--- config.mk ---
export PLATFORM = sky130hd
export DESIGN_NAME = led_strip_effect_generator_core
export DESIGN_NICKNAME = d
export VERILOG_FILES = /design/src/rtl/lseg_pkg.sv /design/src/rtl/led_strip_effect_generator_core.sv /design/src/rtl/lseg_scaler.sv
export SDC_FILE = /design/constraint.sdc
export NUM_CORES = 1
export LEC_CHECK = 0
export ABC_AREA = 1
export CORE_UTILIZATION = 65
export CTS_BUF_LIST = sky130_fd_sc_hd__clkbuf_2
export CTS_CLUSTER_DIAMETER = 30
export CTS_CLUSTER_SIZE = 12
export DETAILED_ROUTE_END_ITERATION = 8
export DONT_BUFFER_PORTS = 1
export PLACE_DENSITY_LB_ADDON = 0.25
export SYNTH_ARGS = -nofsm -noshare
export SYNTH_HDL_FRONTEND = slang
export SYNTH_SLANG_ARGS = --single-unit
--- constraint.sdc ---
create_clock -name clk -period 10.1 [get_ports clk]
set_input_delay 2.525 -clock clk [delete_from_list [all_inputs] [get_ports clk]]
set_output_delay 2.525 -clock clk [all_outputs]
set_load 0.005 [all_outputs]
--- src/rtl/lseg_pkg.sv ---
// ----------------------------------------------------------------------------
// lseg_pkg
// shared types, constants and helpers of the led strip effect generator
// ----------------------------------------------------------------------------
`default_nettype none
package lseg_pkg;
	localparam int MaxLeds = 64;
	localparam int PixW = $clog2(MaxLeds);
	localparam int CntW = PixW + 1;

	localparam logic [0:0] CMD_START = 1'b0;
	localparam logic [0:0] CMD_NEXT = 1'b1;

	localparam logic [0:0] REG_LED_COUNT = 1'b0;
	localparam logic [0:0] REG_BRIGHTNESS = 1'b1;

	localparam logic [3:0] EV_RAINBOW = 4'd0;
	localparam logic [3:0] EV_GREEN = 4'd1;
	localparam logic [3:0] EV_BLINK_RED = 4'd2;
	localparam logic [3:0] EV_CYAN = 4'd3;
	localparam logic [3:0] EV_BLINK_ORANGE = 4'd4;
	localparam logic [3:0] EV_PURPLE = 4'd5;
	localparam logic [3:0] EV_BLINK_PURPLE = 4'd6;
	localparam logic [3:0] EV_CHASE_YELLOW = 4'd7;
	localparam logic [3:0] EV_CHASE_WHITE = 4'd8;
	localparam logic [3:0] EV_BLINK_GREEN = 4'd9;
	localparam logic [3:0] EV_BLINK_RED2 = 4'd10;
	localparam logic [3:0] EV_BREATH_GOLD = 4'd11;
	localparam logic [3:0] EV_BREATH_RED = 4'd12;
	localparam logic [3:0] EV_ALERT = 4'd13;
	localparam logic [3:0] EV_CUSTOM = 4'd14;
	localparam logic [3:0] EV_OFF = 4'd15;

	typedef struct packed {
		logic [7:0] r;
		logic [7:0] g;
		logic [7:0] b;
	} rgb_t;

	// x*y/255 for 16-bit x*y, exact: (p + 1 + (p >> 8)) >> 8
	function automatic logic [7:0] div255(input logic [15:0] p);
		logic [16:0] t;
		t = {1'b0, p} + 17'd1 + {9'd0, p[15:8]};
		return t[15:8];
	endfunction

	// floor(k*255/6) for k 0..6
	function automatic logic [7:0] ramp(input logic [2:0] k);
		case (k)
			3'd0: ramp = 8'd0;
			3'd1: ramp = 8'd42;
			3'd2: ramp = 8'd85;
			3'd3: ramp = 8'd127;
			3'd4: ramp = 8'd170;
			3'd5: ramp = 8'd212;
			3'd6: ramp = 8'd255;
			default: ramp = 8'd0;
		endcase
	endfunction
endpackage
`default_nettype wire

--- src/rtl/led_strip_effect_generator_core.sv ---
// ----------------------------------------------------------------------------
// led_strip_effect_generator_core
// effect sequencer: per pixel color lookup, then channel scaling on one
// shared multiplier under a small step sequencer
// a start item loads the effect and yields no result; a next item goes ST_CALC,
// six ST_MUL passes, ST_DONE, ST_OUT, or ST_CALC to ST_OUT when idle; one item at a time
// reset: idle, led_count 8, brightness 255, no effect running
// ----------------------------------------------------------------------------
`default_nettype none
module led_strip_effect_generator_core (
	input wire logic clk,
	input wire logic arst_n,
	input wire logic in_valid,
	output logic in_ready,
	input wire logic command,
	input wire logic [3:0] event_code,
	input wire logic cfg_valid,
	output logic cfg_ready,
	input wire logic cfg_index,
	input wire logic [7:0] cfg_data,
	output logic out_valid,
	input wire logic out_ready,
	output logic [5:0] pixel_index,
	output logic [7:0] red_level,
	output logic [7:0] green_level,
	output logic [7:0] blue_level,
	output logic frame_end,
	output logic [9:0] hold_ms,
	output logic effect_done
);
	import lseg_pkg::*;

	typedef enum logic [4:0] {
		ST_IDLE = 5'b00001,
		ST_CALC = 5'b00010,
		ST_MUL = 5'b00100,
		ST_DONE = 5'b01000,
		ST_OUT = 5'b10000
	} state_t;

	state_t state_q;
	logic [6:0] led_count_q;
	logic [7:0] bright_q;
	logic busy_q;
	logic [3:0] kind_q;
	logic [8:0] frame_q;
	logic [PixW-1:0] pix_q;
	logic [2:0] step_q;
	logic [3:0] tick_q;
	rgb_t col_q;
	logic [7:0] lvl_q;
	logic [9:0] hold_q;
	logic lastf_q, lastp_q, idle_q;
	logic [7:0] mul_a, mul_b, mul_q;
	logic [7:0] res_q [3];

	// effective strip length
	logic [CntW-1:0] n;
	always_comb begin
		if (led_count_q == 7'd0)
			n = CntW'(1);
		else if (led_count_q > 7'(MaxLeds))
			n = CntW'(MaxLeds);
		else
			n = CntW'(led_count_q);
	end

	logic [8:0] total;
	always_comb begin
		case (kind_q)
			EV_RAINBOW: total = 9'd37;
			EV_GREEN, EV_CYAN, EV_PURPLE, EV_CUSTOM: total = 9'd2;
			EV_BLINK_RED, EV_BLINK_ORANGE, EV_BLINK_PURPLE: total = 9'd6;
			EV_BLINK_GREEN, EV_BLINK_RED2: total = 9'd4;
			EV_CHASE_YELLOW, EV_CHASE_WHITE:
				total = 9'({n, 2'b00} + {n, 1'b0} + 9'd1);
			EV_BREATH_GOLD, EV_BREATH_RED: total = 9'd105;
			EV_ALERT: total = 9'd11;
			default: total = 9'd1;
		endcase
	end
	wire last_frame = frame_q >= total - 9'd1;
	wire last_pixel = {1'b0, pix_q} >= n - CntW'(1);

	// rainbow hue position: hue/60 = f/6 + p, hue mod 60 = 10*(f mod 6)
	logic [5:0] f_div6;
	logic [2:0] f_mod6;
	logic [2:0] sect;
	logic [7:0] up, dn;
	logic [8:0] fm;
	logic [7:0] hsum, hq, hm;
	always_comb begin
		f_div6 = 6'((16'(frame_q) * 16'd43) >> 8);
		fm = frame_q - 9'({f_div6, 2'b00} + {f_div6, 1'b0});
		f_mod6 = fm[2:0];
		hsum = {2'b0, f_div6} + {2'b0, pix_q};
		hq = 8'((16'(hsum) * 16'd43) >> 8);
		hm = hsum - 8'({hq, 2'b00} + {hq, 1'b0});
		sect = hm[2:0];
		up = ramp(f_mod6);
		dn = ramp(3'd6 - f_mod6);
	end

	// chase lit position, frame below 6n outside the dark frame
	logic [8:0] pos, two_n, four_n;
	logic [8:0] lit;
	always_comb begin
		two_n = 9'({n, 1'b0});
		four_n = 9'({n, 2'b00});
		if (frame_q >= four_n)
			pos = frame_q - four_n;
		else if (frame_q >= two_n)
			pos = frame_q - two_n;
		else
			pos = frame_q;
		lit = (pos < 9'(n)) ? pos : two_n - 9'd1 - pos;
	end

	rgb_t col;
	logic [7:0] lvl;
	logic [9:0] hold;
	always_comb begin
		col = '0;
		lvl = 8'd255;
		hold = 10'd0;
		case (kind_q)
			EV_RAINBOW: begin
				case (sect)
					3'd0: col = '{8'd255, up, 8'd0};
					3'd1: col = '{dn, 8'd255, 8'd0};
					3'd2: col = '{8'd0, 8'd255, up};
					3'd3: col = '{8'd0, dn, 8'd255};
					3'd4: col = '{up, 8'd0, 8'd255};
					default: col = '{8'd255, 8'd0, dn};
				endcase
				hold = 10'd50;
			end
			EV_GREEN: begin col = '{8'd0, 8'd255, 8'd0}; hold = 10'd1000; end
			EV_CYAN: begin col = '{8'd0, 8'd255, 8'd255}; hold = 10'd1000; end
			EV_PURPLE: begin col = '{8'd128, 8'd0, 8'd128}; hold = 10'd1000; end
			EV_CUSTOM: begin col = '{8'd128, 8'd128, 8'd128}; hold = 10'd500; end
			EV_BLINK_RED, EV_BLINK_ORANGE, EV_BLINK_PURPLE, EV_BLINK_GREEN,
			EV_BLINK_RED2: begin
				if (!frame_q[0]) begin
					case (kind_q)
						EV_BLINK_ORANGE: col = '{8'd255, 8'd90, 8'd0};
						EV_BLINK_PURPLE: col = '{8'd128, 8'd0, 8'd128};
						EV_BLINK_GREEN: col = '{8'd0, 8'd255, 8'd0};
						default: col = '{8'd255, 8'd0, 8'd0};
					endcase
				end
				hold = 10'd200;
			end
			EV_CHASE_YELLOW, EV_CHASE_WHITE: begin
				if (9'(pix_q) == lit)
					col = (kind_q == EV_CHASE_YELLOW) ? rgb_t'{8'd255, 8'd255, 8'd0}
						: rgb_t'{8'd255, 8'd255, 8'd255};
				hold = 10'd100;
			end
			EV_BREATH_GOLD, EV_BREATH_RED: begin
				col = (kind_q == EV_BREATH_GOLD) ? rgb_t'{8'd255, 8'd215, 8'd0}
					: rgb_t'{8'd255, 8'd0, 8'd0};
				lvl = (frame_q < 9'd52) ? 8'(frame_q * 9'd5)
					: 8'((9'd103 - frame_q) * 9'd5);
				hold = 10'd30;
			end
			EV_ALERT: begin
				col = frame_q[0] ? rgb_t'{8'd0, 8'd0, 8'd255} : rgb_t'{8'd255, 8'd0, 8'd0};
				hold = 10'd200;
			end
			default: ;
		endcase
		if (last_frame) begin
			col = '0;
			hold = 10'd0;
		end
	end

	// steps 0..2 level pass per channel, 3..5 brightness pass
	logic [1:0] ch;
	assign ch = (step_q >= 3'd3) ? 2'(step_q - 3'd3) : 2'(step_q);
	always_comb begin
		if (step_q < 3'd3) begin
			mul_a = (ch == 2'd0) ? col_q.r : (ch == 2'd1) ? col_q.g : col_q.b;
			mul_b = lvl_q;
		end else begin
			mul_a = res_q[ch];
			mul_b = bright_q;
		end
	end

	lseg_scaler u_scaler (.clk(clk), .a(mul_a), .b(mul_b), .q(mul_q));

	assign in_ready = (state_q == ST_IDLE) && !cfg_valid;
	assign cfg_ready = (state_q == ST_IDLE);
	assign out_valid = (state_q == ST_OUT);

	always_ff @(posedge clk or negedge arst_n) begin
		if (!arst_n) begin
			state_q <= ST_IDLE;
			led_count_q <= 7'd8;
			bright_q <= 8'd255;
			busy_q <= 1'b0;
			kind_q <= '0;
			frame_q <= '0;
			pix_q <= '0;
			step_q <= '0;
			tick_q <= '0;
		end else begin
			case (state_q)
				ST_IDLE: begin
					if (cfg_valid) begin
						if (cfg_index == REG_LED_COUNT) led_count_q <= cfg_data[6:0];
						else if (cfg_index == REG_BRIGHTNESS) bright_q <= cfg_data;
					end else if (in_valid) begin
						if (command == CMD_START) begin
							busy_q <= 1'b1;
							kind_q <= event_code;
							frame_q <= '0;
							pix_q <= '0;
						end else begin
							state_q <= ST_CALC;
						end
					end
				end
				ST_CALC: begin
					step_q <= '0;
					tick_q <= '0;
					state_q <= busy_q ? ST_MUL : ST_OUT;
				end
				ST_MUL: begin
					// issue, then capture the registered product in the next cycle
					tick_q <= tick_q + 4'd1;
					if (tick_q[0]) begin
						step_q <= step_q + 3'd1;
						if (step_q == 3'd5) state_q <= ST_DONE;
					end
				end
				ST_DONE: begin
					if (lastp_q) begin
						pix_q <= '0;
						if (lastf_q) begin
							busy_q <= 1'b0;
							frame_q <= '0;
						end else begin
							frame_q <= frame_q + 9'd1;
						end
					end else begin
						pix_q <= pix_q + PixW'(1);
					end
					state_q <= ST_OUT;
				end
				ST_OUT: begin
					if (out_ready) state_q <= ST_IDLE;
				end
				default: state_q <= ST_IDLE;
			endcase
		end
	end

	always_ff @(posedge clk) begin
		case (state_q)
			ST_CALC: begin
				col_q <= col;
				lvl_q <= lvl;
				hold_q <= hold;
				lastf_q <= last_frame;
				lastp_q <= last_pixel;
				idle_q <= !busy_q;
				pixel_index <= 6'(pix_q);
				if (!busy_q) begin
					red_level <= '0;
					green_level <= '0;
					blue_level <= '0;
					frame_end <= 1'b0;
					hold_ms <= '0;
					effect_done <= 1'b0;
					pixel_index <= '0;
				end
			end
			ST_MUL: begin
				if (tick_q[0]) res_q[ch] <= mul_q;
			end
			ST_DONE: begin
				red_level <= res_q[0];
				green_level <= res_q[1];
				blue_level <= res_q[2];
				frame_end <= lastp_q;
				hold_ms <= lastp_q ? hold_q : 10'd0;
				effect_done <= lastp_q & lastf_q;
			end
			default: ;
		endcase
	end

	property p_no_result_on_start;
		@(posedge clk) disable iff (!arst_n)
			(in_valid && in_ready && command == CMD_START) |=> !out_valid;
	endproperty
	a_no_result_on_start: assert property (p_no_result_on_start)
		else $error("result after start item");

	a_done_has_end: assert property (@(posedge clk) disable iff (!arst_n)
		(out_valid && effect_done) |-> frame_end)
		else $error("effect_done without frame_end");

	a_idle_zero: assert property (@(posedge clk) disable iff (!arst_n)
		(out_valid && idle_q) |-> (red_level == 8'd0 && hold_ms == 10'd0))
		else $error("idle result not zero");

	a_hold_only_end: assert property (@(posedge clk) disable iff (!arst_n)
		(out_valid && !frame_end) |-> hold_ms == 10'd0)
		else $error("hold without frame end");
endmodule
`default_nettype wire

--- src/rtl/lseg_scaler.sv ---
// ----------------------------------------------------------------------------
// lseg_scaler
// shared 8x8 multiplier with exact divide by 255, one product per cycle
// ----------------------------------------------------------------------------
`default_nettype none
module lseg_scaler (
	input wire logic clk,
	input wire logic [7:0] a,
	input wire logic [7:0] b,
	output logic [7:0] q
);
	import lseg_pkg::*;
	logic [15:0] prod_q;
	always_ff @(posedge clk) begin
		prod_q <= a * b;
	end
	assign q = div255(prod_q);
endmodule
`default_nettype wire

---- Yosys cells after proc, flatten, opt, wreduce, memory -nomap -nowiden ----
Memory sizes are Yosys's and may differ from the RTL's.
Index checks and enable logic that the tools add are counted.
cells by class
  $add $sub $neg .......................... 22
  multipliers ............................. 5
  divide/modulo/power cells ............... 0
  magnitude comparators ................... 9
  equality and inequality tests ........... 48
  shift operators ......................... 0
  muxes and demuxes ....................... 64
  bitwise logic cells ..................... 4
  reduce and logical (&&, ||, !) cells .... 26
operators by type and width
  kind                                                 count
  case mux 24 bit (9 select lines)                     1
  case mux 24 bit (5 select lines)                     1
  case mux 8 bit (6 select lines)                      2
  two-way mux 24 bit                                   3
  two-way mux 9 bit                                    8
  case mux 24 bit (3 select lines)                     1
  case mux 9 bit (7 select lines)                      1
  case mux 10 bit (6 select lines)                     1
  two-way mux 8 bit                                    7
  case mux 8 bit (2 select lines)                      3
  two-way mux 5 bit                                    7
  equality test 4 bit, second input constant           7
  case mux 5 bit (5 select lines)                      1
  equality test 3 bit, second input constant           8
  two-way mux 6 bit                                    4
  two-way mux 10 bit                                   2
  case mux 10 bit (2 select lines)                     1
  adder 9 x 1 -> 9 bit, second input constant          2
  equality test 3 x 2 -> 1 bit, second input constant  6
  greater-or-equal comparator 9 bit                    2
  multiplier 9 x 3 -> 8 bit, second input constant     2
  != test 2 bit, second input constant                 9
  case mux 9 bit (2 select lines)                      1
  subtractor 9 bit                                     2
  66 further kinds                                     96
storage, ports and cells
  bits in registers ....................... 149
  latch bits .............................. 0
  RAM bits ................................ 24
  ROM bits ................................ 0
  input bits .............................. 19
  output and inout bits ................... 45
  word-level logic and storage cells ...... 203
  memories ................................ 1
memories
  memory  words  width  read ports  clocked after Yosys merged registers in  wr ports  line                                   RTL
  res_q   3      8      4           0                                        1         led_strip_effect_generator_core.sv:55  logic [7:0] res_q [3];

---- Longest topological paths before layout ----
Gate-level depths: netlist of run 1.
  word-level depth ........................ 11
  gate-level depth with buffers ........... 54
  gate-level depth less buffers ........... 54

---- Hierarchy ----
A second synthesis of run 1 with hierarchy kept.
unflattened totals
  cell total of the unflattened synthesis .. 1,985
  area total of the unflattened synthesis .. 15,319.7 um2
by module, submodules not included
  module                           times used  cells each  area an instance (um2)  seq. area each (um2)
  led_strip_effect_generator_core  1           1,483       12,089.1                4,326.6
  lseg_scaler                      1           502         3,230.6                 320.3

---- Worst setup path before layout of run 1 ----
No wires, ideal clock.
  path type ............................... register -> register
  start point ............................. register frame_q[1]
  end point ............................... register col_q[7] (netlist bit), data pin
  setup time .............................. 0.249 ns
  arrival time ............................ 7.720 ns
  data required time ...................... 9.851 ns
  setup slack ............................. 2.130 ns
  cell stages (with the launch flop) ...... 50
  path buffers ............................ 0
  period minus slack after synthesis ...... 7.970 ns
  cell sequence ........................... dfrtp_1 > inv_1 > ha_1 > inv_1 > fa_1 > inv_1 > fa_1 > inv_1 > ha_1 > a21oi_1 > o21a_1 > nand2_1 > a21o_1 > xnor2_1 > inv_1 > ha_1 > a21oi_1 > and2_1 > [14 not listed] > nand2_1 > nand2_1 > ha_1 > xor2_1 > nand2_1 > nand2_1 > nand2_1 > nand2_1 > nand2_1 > nand3_1 > nand2_1 > nand2_1 > nand2_1 > o21ai_0 > a21oi_1 > nand3_1 > nand2_1 > inv_1
between the ends
  longest elaborated chain between the ends .. 8
  elaborated cells on any way between the ends .. 41
  classes of those cells .................. 9 x add/sub; 2 x mul; 4 x order compare; 17 x eq/ne; 8 x mux; 1 x reduce/logical
RTL lines
  what                                                                           line                                                                            RTL
  from (decl)                                                                    led_strip_effect_generator_core.sv:46                                           logic [8:0] frame_q;
  from (signal assigned)                                                         led_strip_effect_generator_core.sv:246                                          frame_q <= frame_q + 9'd1;
  multiplier 9 x 6 -> 14 bit (tied with other cells)                             led_strip_effect_generator_core.sv:93                                           f_div6 = 6'((16'(frame_q) * 16'd43) >> 8);
  adder 6 x 6 -> 7 bit (tied with other cells)                                   led_strip_effect_generator_core.sv:96                                           hsum = {2'b0, f_div6} + {2'b0, pix_q};
  multiplier 7 x 6 -> 10 bit (tied with other cells)                             led_strip_effect_generator_core.sv:97                                           hq = 8'((16'(hsum) * 16'd43) >> 8);
  adder 3 bit (tied with other cells)                                            led_strip_effect_generator_core.sv:98                                           hm = hsum - 8'({hq, 2'b00} + {hq, 1'b0});
  subtractor 3 bit (tied with other cells)                                       led_strip_effect_generator_core.sv:98
  equality test 3 bit (tied with other cells)                                    led_strip_effect_generator_core.sv:128                                          case (sect)
  case mux 24 bit (5 select lines) / two-way mux 24 bit (equally long branches)  led_strip_effect_generator_core.sv:128, led_strip_effect_generator_core.sv:155
  case mux 24 bit (9 select lines)                                               led_strip_effect_generator_core.sv:126                                          case (kind_q)
  to (signal assigned)                                                           led_strip_effect_generator_core.sv:264                                          col_q <= col;
  to (decl)                                                                      led_strip_effect_generator_core.sv:50                                           rgb_t col_q;
Several ways; a longest one is shown, not always the timed one.
A chain may end at the register's enable or synchronous reset.

---- Final worst setup path of run 1 ----
  start point ............................. register frame_q[1]
  end point ............................... register col_q[9] (netlist bit), data pin
Same word-level chain as after synthesis.

==> flow_results.org, run 1 <==
** Logic synthesis
- The most used flip-flop cell after synthesis is edfxtp_1.
- Post-Synthesis Cells :: 1802
- Warning count from the yosys run :: 0
- Yosys top cell area share :: 0.221
- The largest total area in the synthesized netlist belongs to edfxtp_1.
- Syn Std Cell Area :: 14500 µm²
- Averaged over all synthesized cells, the footprint is 8.06 µm².
- Post-synth net total :: 2067
- Of the synthesized area, sequential elements account for 0.320.
- Synthesis instantiated 63 different standard cells from the library.
- For this run, asynchronously set or reset flops after synthesis account for 0.263.
- Top area cells in the synthesized netlist :: edfxtp_1 (22%), ha_1 (16%), inv_1 (9.1%)
- Counting flops and latches in the post-synthesis netlist gives about 170.
- Number of enable flip-flop cells after synthesis :: approximately 110

** Worst setup path
- Endpoint of the worst setup timing path :: col_q[9]
- The worst setup path is launched from a register.
- In this run the register-to-register setup slack is 1030 ps.
- The critical path is of the register to register type.
- At the worst endpoint, the required time is between 10000 and 15000 ps.
- The slowest stage of the critical path belongs to the cell dfrtp_1.
- Most common cell type on the critical path :: nand2_1
- In this run the worst path has a maximum fanout of 10.
- Number of cell instances on the worst register-to-register path :: 50
- Reg-to-reg critical path startpoint :: frame_q[1]
- Data on the critical path arrives at its endpoint at between 9000 and 10000 ps.
- Maximum cell stage delay along the critical path :: 670 ps
- Crit end category :: register
- Critical path startpoint :: frame_q[1]
- End of the worst register-to-register path :: col_q[9]

** Global route
- For met1 alone, demand over resource in global routing was 0.403.
- Vias in the first global route :: between 10000 and 15000
- The number of antenna violations at the first check in global routing is 2.
- Top Usage Layer GRT :: met2
- In the global route stage, met3 resource usage came out at 0.0467.
- Entering global routing, the biggest net connects 45 pins.
- The first global-routing pass estimated 56100 µm of wire.
- Total global routing overflow :: 0
- In the global route stage, met2 resource usage came out at 0.551.
- Total Routing Usage GR :: 0.316

** Detailed routing
- DRC Markers :: 0
- Average vias per placed instance :: around 5.6
- Dividing the detail-routed wire length by the instance count gives around 16 µm.
- The pre-antenna-repair detailed-routing pass consisted of 7 iterations.
- The detailed router placed about 12000 vias in this run.
- Initial DRC count :: 783
- Once detail routing completed, the nets flagged for antenna violations numbered 0.
- The final layout contains routed wiring with a total length of approximately 34000 µm.

** Clock network
- TritonCTS clock tree :: done
- # resized after CTS :: 0
- Maximum level of the CTS H-tree :: 4
- The clock drives ~170 sinks.
- Clock buffer depth :: 2
- Hold_buf cts :: 0
- The cell sitting at the root of the clock tree is a clkbuf_2.
- Num CTS Buffers :: 17
- Setup repair bufs after CTS :: 0
- At the later pin of the worst-skew pair, clock insertion delay measures around 830 ps.
- Clk pin slew, worst setup/hold paths :: about 330 ps

** Timing
- Worst path setup slack after routing :: ~1000 ps
- At the pin with the least slew margin, the transition time is ~1100 ps.
- Setup repair after global routing left no endpoint under its margin.
- Final worst-path cycle share :: 0.898
- The worst pin sits at a relative slew slack of 0.277.
- Setup violations remaining at the end of the flow were counted as 0.
- Final sum of negative setup slack :: 0 ps
- Count of pins over their slew limit :: 0
- Maximum clock frequency :: around 0.11 GHz
- Post-route clock skew :: around 79 ps
- The clock period could shrink to 9070 ps.
- Hold Violations, Final :: 0

** Place
- Post-detailed-placement cell area :: approximately 15000 µm²
- Detailed placement ended at an HPWL of about 28000 µm.
- Timing analysis after detailed placement gives a worst setup slack of around 1200 ps.
- The congestion estimate from routability-driven global placement came to between 0.9 and 1.
- The count of buffers added on input and output ports is 0.

** Die
- Row generation in the floorplan step produced 54 rows.
- The floorplan step set the die width to around 150 µm.
- Pin placement for this block handled 64 I/O pins.
- Measured along the y axis, the die boundary spans roughly 150 µm.
- The die covers 23000 µm².
- Total core area :: around 22000 µm²
- The initial utilization of the core area, before any placement, comes to 0.664.

** Hold path
- Hold Crit Depth :: 2
- The path class of the tightest hold or removal check is register to register.

** Final layout
- After routing the design area is about 15000 µm².
- At the end of the flow, the number of nets in the layout was 2072.
- Of the cells placed in the final design, the portion with a size suffix greater than 1 is 0.0555.
- Layout-stage area growth over the synthesis result :: 4.08%

** Flow run
- Max-cap violations in this run came to 0.

** Status
- The run finished with clean final reports.
[layout make-up]
| cell class | count | area, µm² |
|---|---|---|
| multi-input combinational | 1249 | 8420 |
| clock inverter | 15 | 204 |
| antenna | 2 | 5.00 |
| timing repair buffer | 4 | 30.0 |
| inverter | 368 | 1380 |
| sequential | 167 | 4650 |
| clock buffer | 17 | 85.1 |
| tap | 280 | 350 |
| fill | 1776 | 6770 |
[state kept, by name (all words and copies together), names as in the netlist, 4 cells and up]
register and flops:
bright_q 8, red_level 8, state_q 5, blue_level 8
res_q 32, pix_q 6, pixel_index 6, col_q 15
u_scaler.prod_q 16, frame_q 9, kind_q 4, led_count_q 7
hold_q 9, hold_ms 9, green_level 8, lvl_q 8
[metal layers]
metal  routed length, µm  part of all wire
met1               14700              0.43
met4                 872             0.025
met2               16900              0.49
met3                1960             0.057
met5                   0                 0
[worst min path at each step]
stage / startpoint / endpoint / slack, ps
finish: bright_q[3] / bright_q[3] / 510
detailed placement: bright_q[3] / bright_q[3] / 490
global route: bright_q[0] / bright_q[0] / 540
global placement: bright_q[6] / bright_q[6] / 480
floorplan: led_count_q[0] / led_count_q[0] / 470
CTS: bright_q[3] / bright_q[3] / 520
[per-stage QoR]
step                 util  hold slack, ps  std cells
floorplan               -             469       1802
global placement    0.677             480       2068
detailed placement  0.677             487       2068
CTS                 0.691             517       2100
global route        0.691             542       2102
finish              0.691             513       2102
[kinds of logic after synthesis]
logic type,Yosys count,share of synthesized area
multiplexers,1,0.000775
AND/OR/NAND/NOR,721,0.214
AO/OA/AOI/OAI,227,0.0890
flip-flops,167,0.320
adder cells (fa/ha/maj),246,0.242
buffers and inverters,386,0.101
XOR/XNOR,53,0.0325
other,1,0.000258
[cells in the final DEF, fill, tap and decap left out, types with 14 or more instances in the layout]
cell / count
inv_1: 354
nand2_1: 337
nor2_1: 204
ha_1: 187
edfxtp_1: 107
a21oi_1: 91
nand3_1: 87
o21ai_0: 64
fa_1: 59
dfrtp_1: 34
xor2_1: 32
nand4_1: 29
xnor2_1: 20
clkbuf_2: 17
dfxtp_1: 16
nor3_1: 14
[worst max-delay path: cells and delay by family (launching register included)]
kind                     cells  cell delay (ps)
adder cells (fa/ha/maj)     10             3850
buffers and inverters        9              690
AND/OR/NAND/NOR             22             2270
flip-flops                   1              670
XOR/XNOR                     3              530
AO/OA/AOI/OAI                6              890
[cell usage after synthesis (29+ instances only)]
library cell,n
inv_1,354
nand2_1,337
nor2_1,204
ha_1,187
edfxtp_1,107
a21oi_1,91
nand3_1,87
o21ai_0,64
fa_1,59
dfrtp_1,34
xor2_1,32
nand4_1,29
Power of run 1 is left out: the tool's default activity adds up to more than one toggle a clock period on the data nets, which glitch-free logic cannot reach.
==> run 2: changes to the inputs <==
==> constraint.sdc (replaced) <==
create_clock -name clk -period 10.85 [get_ports clk]
set_input_delay 2.7125 -clock clk [delete_from_list [all_inputs] [get_ports clk]]
set_output_delay 2.7125 -clock clk [all_outputs]
set_load 0.005 [all_outputs]
==> run 2 against run 1 <==
  * First-iteration DRC count shrank 16%
  * Sequential cell count stayed put
  * Core utilization hardly changed
  * Register-to-register slack improved by 710 ps
  * Final cell count is the same
  * Worst hold slack gained 0.91 ps
  * Critical endpoint is now col_q[7]
==> flow_results.org, run 2 (same netlist as run 1, synthesis figures left out) <==
** Timing
- Slew HR :: 0.300
- Transition time of the tightest slew-check pin :: roughly 1000 ps
- Final critical path time including I/O delays and setup :: about 9000 ps
- RSZ-0062 raised after global routing :: no
- The number of slew-limit violations in the final report is 0.
- Total of endpoints with negative setup slack in the final report :: 0
- The hold violation total from the final report is 0.
- Final sum of negative setup slack :: 0 ps
- Clock skew on the completed layout was measured at approximately 52 ps.
- Hold is met by just over 500 ps.
- Dividing the final minimum period by the clock period gives 0.839.
- Maximum clock frequency :: 0.110 GHz

** Die
- Ports placed on the boundary :: 64
- The initialized floorplan defines 54 standard-cell rows.
- Die footprint :: 23000 µm²
- After floorplanning, the core was sized to cover between 20000 and 25000 µm².
- Horiz. Die Dim :: about 150 µm
- Starting utilization of the core area :: 0.664
- Vertical die dimension :: about 150 µm

** Worst setup path
- Counting cells, the worst reg-to-reg path comes to just under 50.
- Signal arrival time at the worst endpoint :: roughly 10000 ps
- The worst setup path is launched from a register.
- Along the worst path, the maximum fanout reaches 10.
- Category of cells accounting for the largest share of critical-path delay :: adder cells
- At the worst endpoint, the required time is 11460 ps.
- The worst setup path is of the register to register kind.
- Reg-to-reg critical path startpoint :: frame_q[1]
- Cell with the largest stage delay on the worst path :: dfrtp_1
- On the worst path, the slowest cell contributes a delay of roughly 670 ps.
- Together, buffers and inverters on the worst path number 9.
- The worst setup path is captured at a register.
- Setup slack on the worst flop-to-flop path :: 1740 ps
- Most common cell type on the critical path :: nand2_1
- The endpoint identified for the worst register-to-register timing path is col_q[7].

** Hold path
- The worst hold path terminates at bright_q[5].
- The path class of the tightest hold or removal check is register to register.
- Hold Crit Depth :: 2
- Worst hold start :: bright_q[5]

** Final layout
- Area occupied by multi-input gates :: between 8000 and 9000 µm²
- Net count, final :: slightly above 2000
- Flip-flop count of the largest register after layout :: 32
- Ranked by flip-flop count, first place goes to res_q.
- Layout cells sized above 1 :: 0.0555
- The layout has 1790 filler cells.
- Most frequent cells in the layout :: inv_1 (354), nand2_1 (337), nor2_1 (204)
- Most frequent standard cell in the layout excluding fill and tap cells :: inv_1
- Once layout is complete, the utilization of the core stands at 0.691.
- Layout-stage area growth over the synthesis result :: 4.10%
- Sequential cell area in the final layout :: ~4600 µm²
- Finished Layout Cells :: around 2100
- Biggest regs :: res_q: 32 flops, u_scaler.prod_q: 16 flops, col_q: 15 flops

** Global route
- Entering global routing, the biggest net connects between 40 and 50 pins.
- First-pass GRT wire length :: around 56000 µm
- For this run, the total global-route usage over all layers was measured as 0.316.
- Vias in the first global route :: roughly 12000
- Number of antenna violations at the first check in global routing :: 1
- Total global routing overflow :: 0

** Clock network
- Clock buffer depth :: 2
- Clk pin slew, worst setup/hold paths :: 300 ps
- CTS built an H-tree with a depth of 4.
- The number of setup buffers added after CTS is 0.
- The number of gates resized after CTS was 0.
- The number of hold buffers added after CTS was 0.
- TritonCTS built the clock tree.
- The tree built by TritonCTS fans out to 167 sinks.
- Worst skew pair latency :: ~820 ps
- The root buffer cell chosen for the clock tree is clkbuf_2.
- The number of clock buffers added by TritonCTS is 17.

** Detailed routing
- The detailed router placed approximately 12000 vias in this run.
- Routed wire per std cell :: roughly 16 µm
- After the first detailed-routing iteration, the DRC count stood at about 660.
- Average vias per placed instance :: between 5 and 6
- The routed design has ~35000 µm of wire.
- Once detail routing completed, the nets flagged for antenna violations numbered 0.
- Detailed Routing Iterations Pass 1 :: 7
- DRC Markers :: 0

** Status
- Outcome :: complete, no violations

** Place
- Quantity of I/O buffers inserted on ports :: 0
- The congestion estimate from routability-driven global placement came to ~0.94.
- Once placement completed, the tool counted placed cells totaling roughly 2100.
- Once detailed placement completed, the half-perimeter wirelength came to 27500 µm.

** Flow run
- Max-cap violations in this run came to 0.
==> run 2: cell count changes in the layout (fill, tap and decap cells not counted) <==
cell / before / now
inv_12: 4 / 5
inv_6: 2 / 1
inv_8: 2 / 3
clkinv_8: 5 / 4
==> run 2: layer usage <==
layer	track usage	vias up	wire length, µm
li1	-	5815	-
met1	0.402	5564	14500
met2	0.545	410	16600
met3	0.0437	84	2340
met4	0.122	0	1090
met5	0	-	0
==> run 2: worst max path at each step <==
stage | depth (start not counted) | slack (ps) | to | startpoint
floorplan | 49 | 2880 | col_q[7] | frame_q[1]
global placement | 49 | 2310 | col_q[7] | frame_q[1]
CTS | 51 | 1910 | col_q[9] | frame_q[1]
detailed placement | 50 | 1970 | col_q[7] | frame_q[1]
global route | 50 | 1100 | col_q[9] | frame_q[1]
finish | 49 | 1740 | col_q[7] | frame_q[1]
==> run 2: layout make-up <==
class / count / share of cell area
well taps: 280 / 0.0232
clock inverters: 15 / 0.0137
diodes: 2 / 0.000331
inverters: 368 / 0.0915
repair buffers: 4 / 0.00199
flip-flops and latches: 167 / 0.307
clock buffers: 17 / 0.00563
multi-input cells: 1249 / 0.556
==> run 2: worst min-delay path, stage by stage (launching register included) <==
cell and delay [ps]:
dfstp_2 440, nand2_1 50, o21ai_0 70
==> run 2: metrics by stage <==
| stage | area, µm² | setup WS (ps) |
|---|---|---|
| 3_3_place_gp | 14800 | 2310 |
| 5_1_grt | 15100 | 1100 |
| 3_5_place_dp | 14800 | 1970 |
| 2_1_floorplan | 14500 | 2880 |
| 6_report | 15100 | 1740 |
| 4_1_cts | 15100 | 1910 |
Power of run 2 is left out for the same reason.
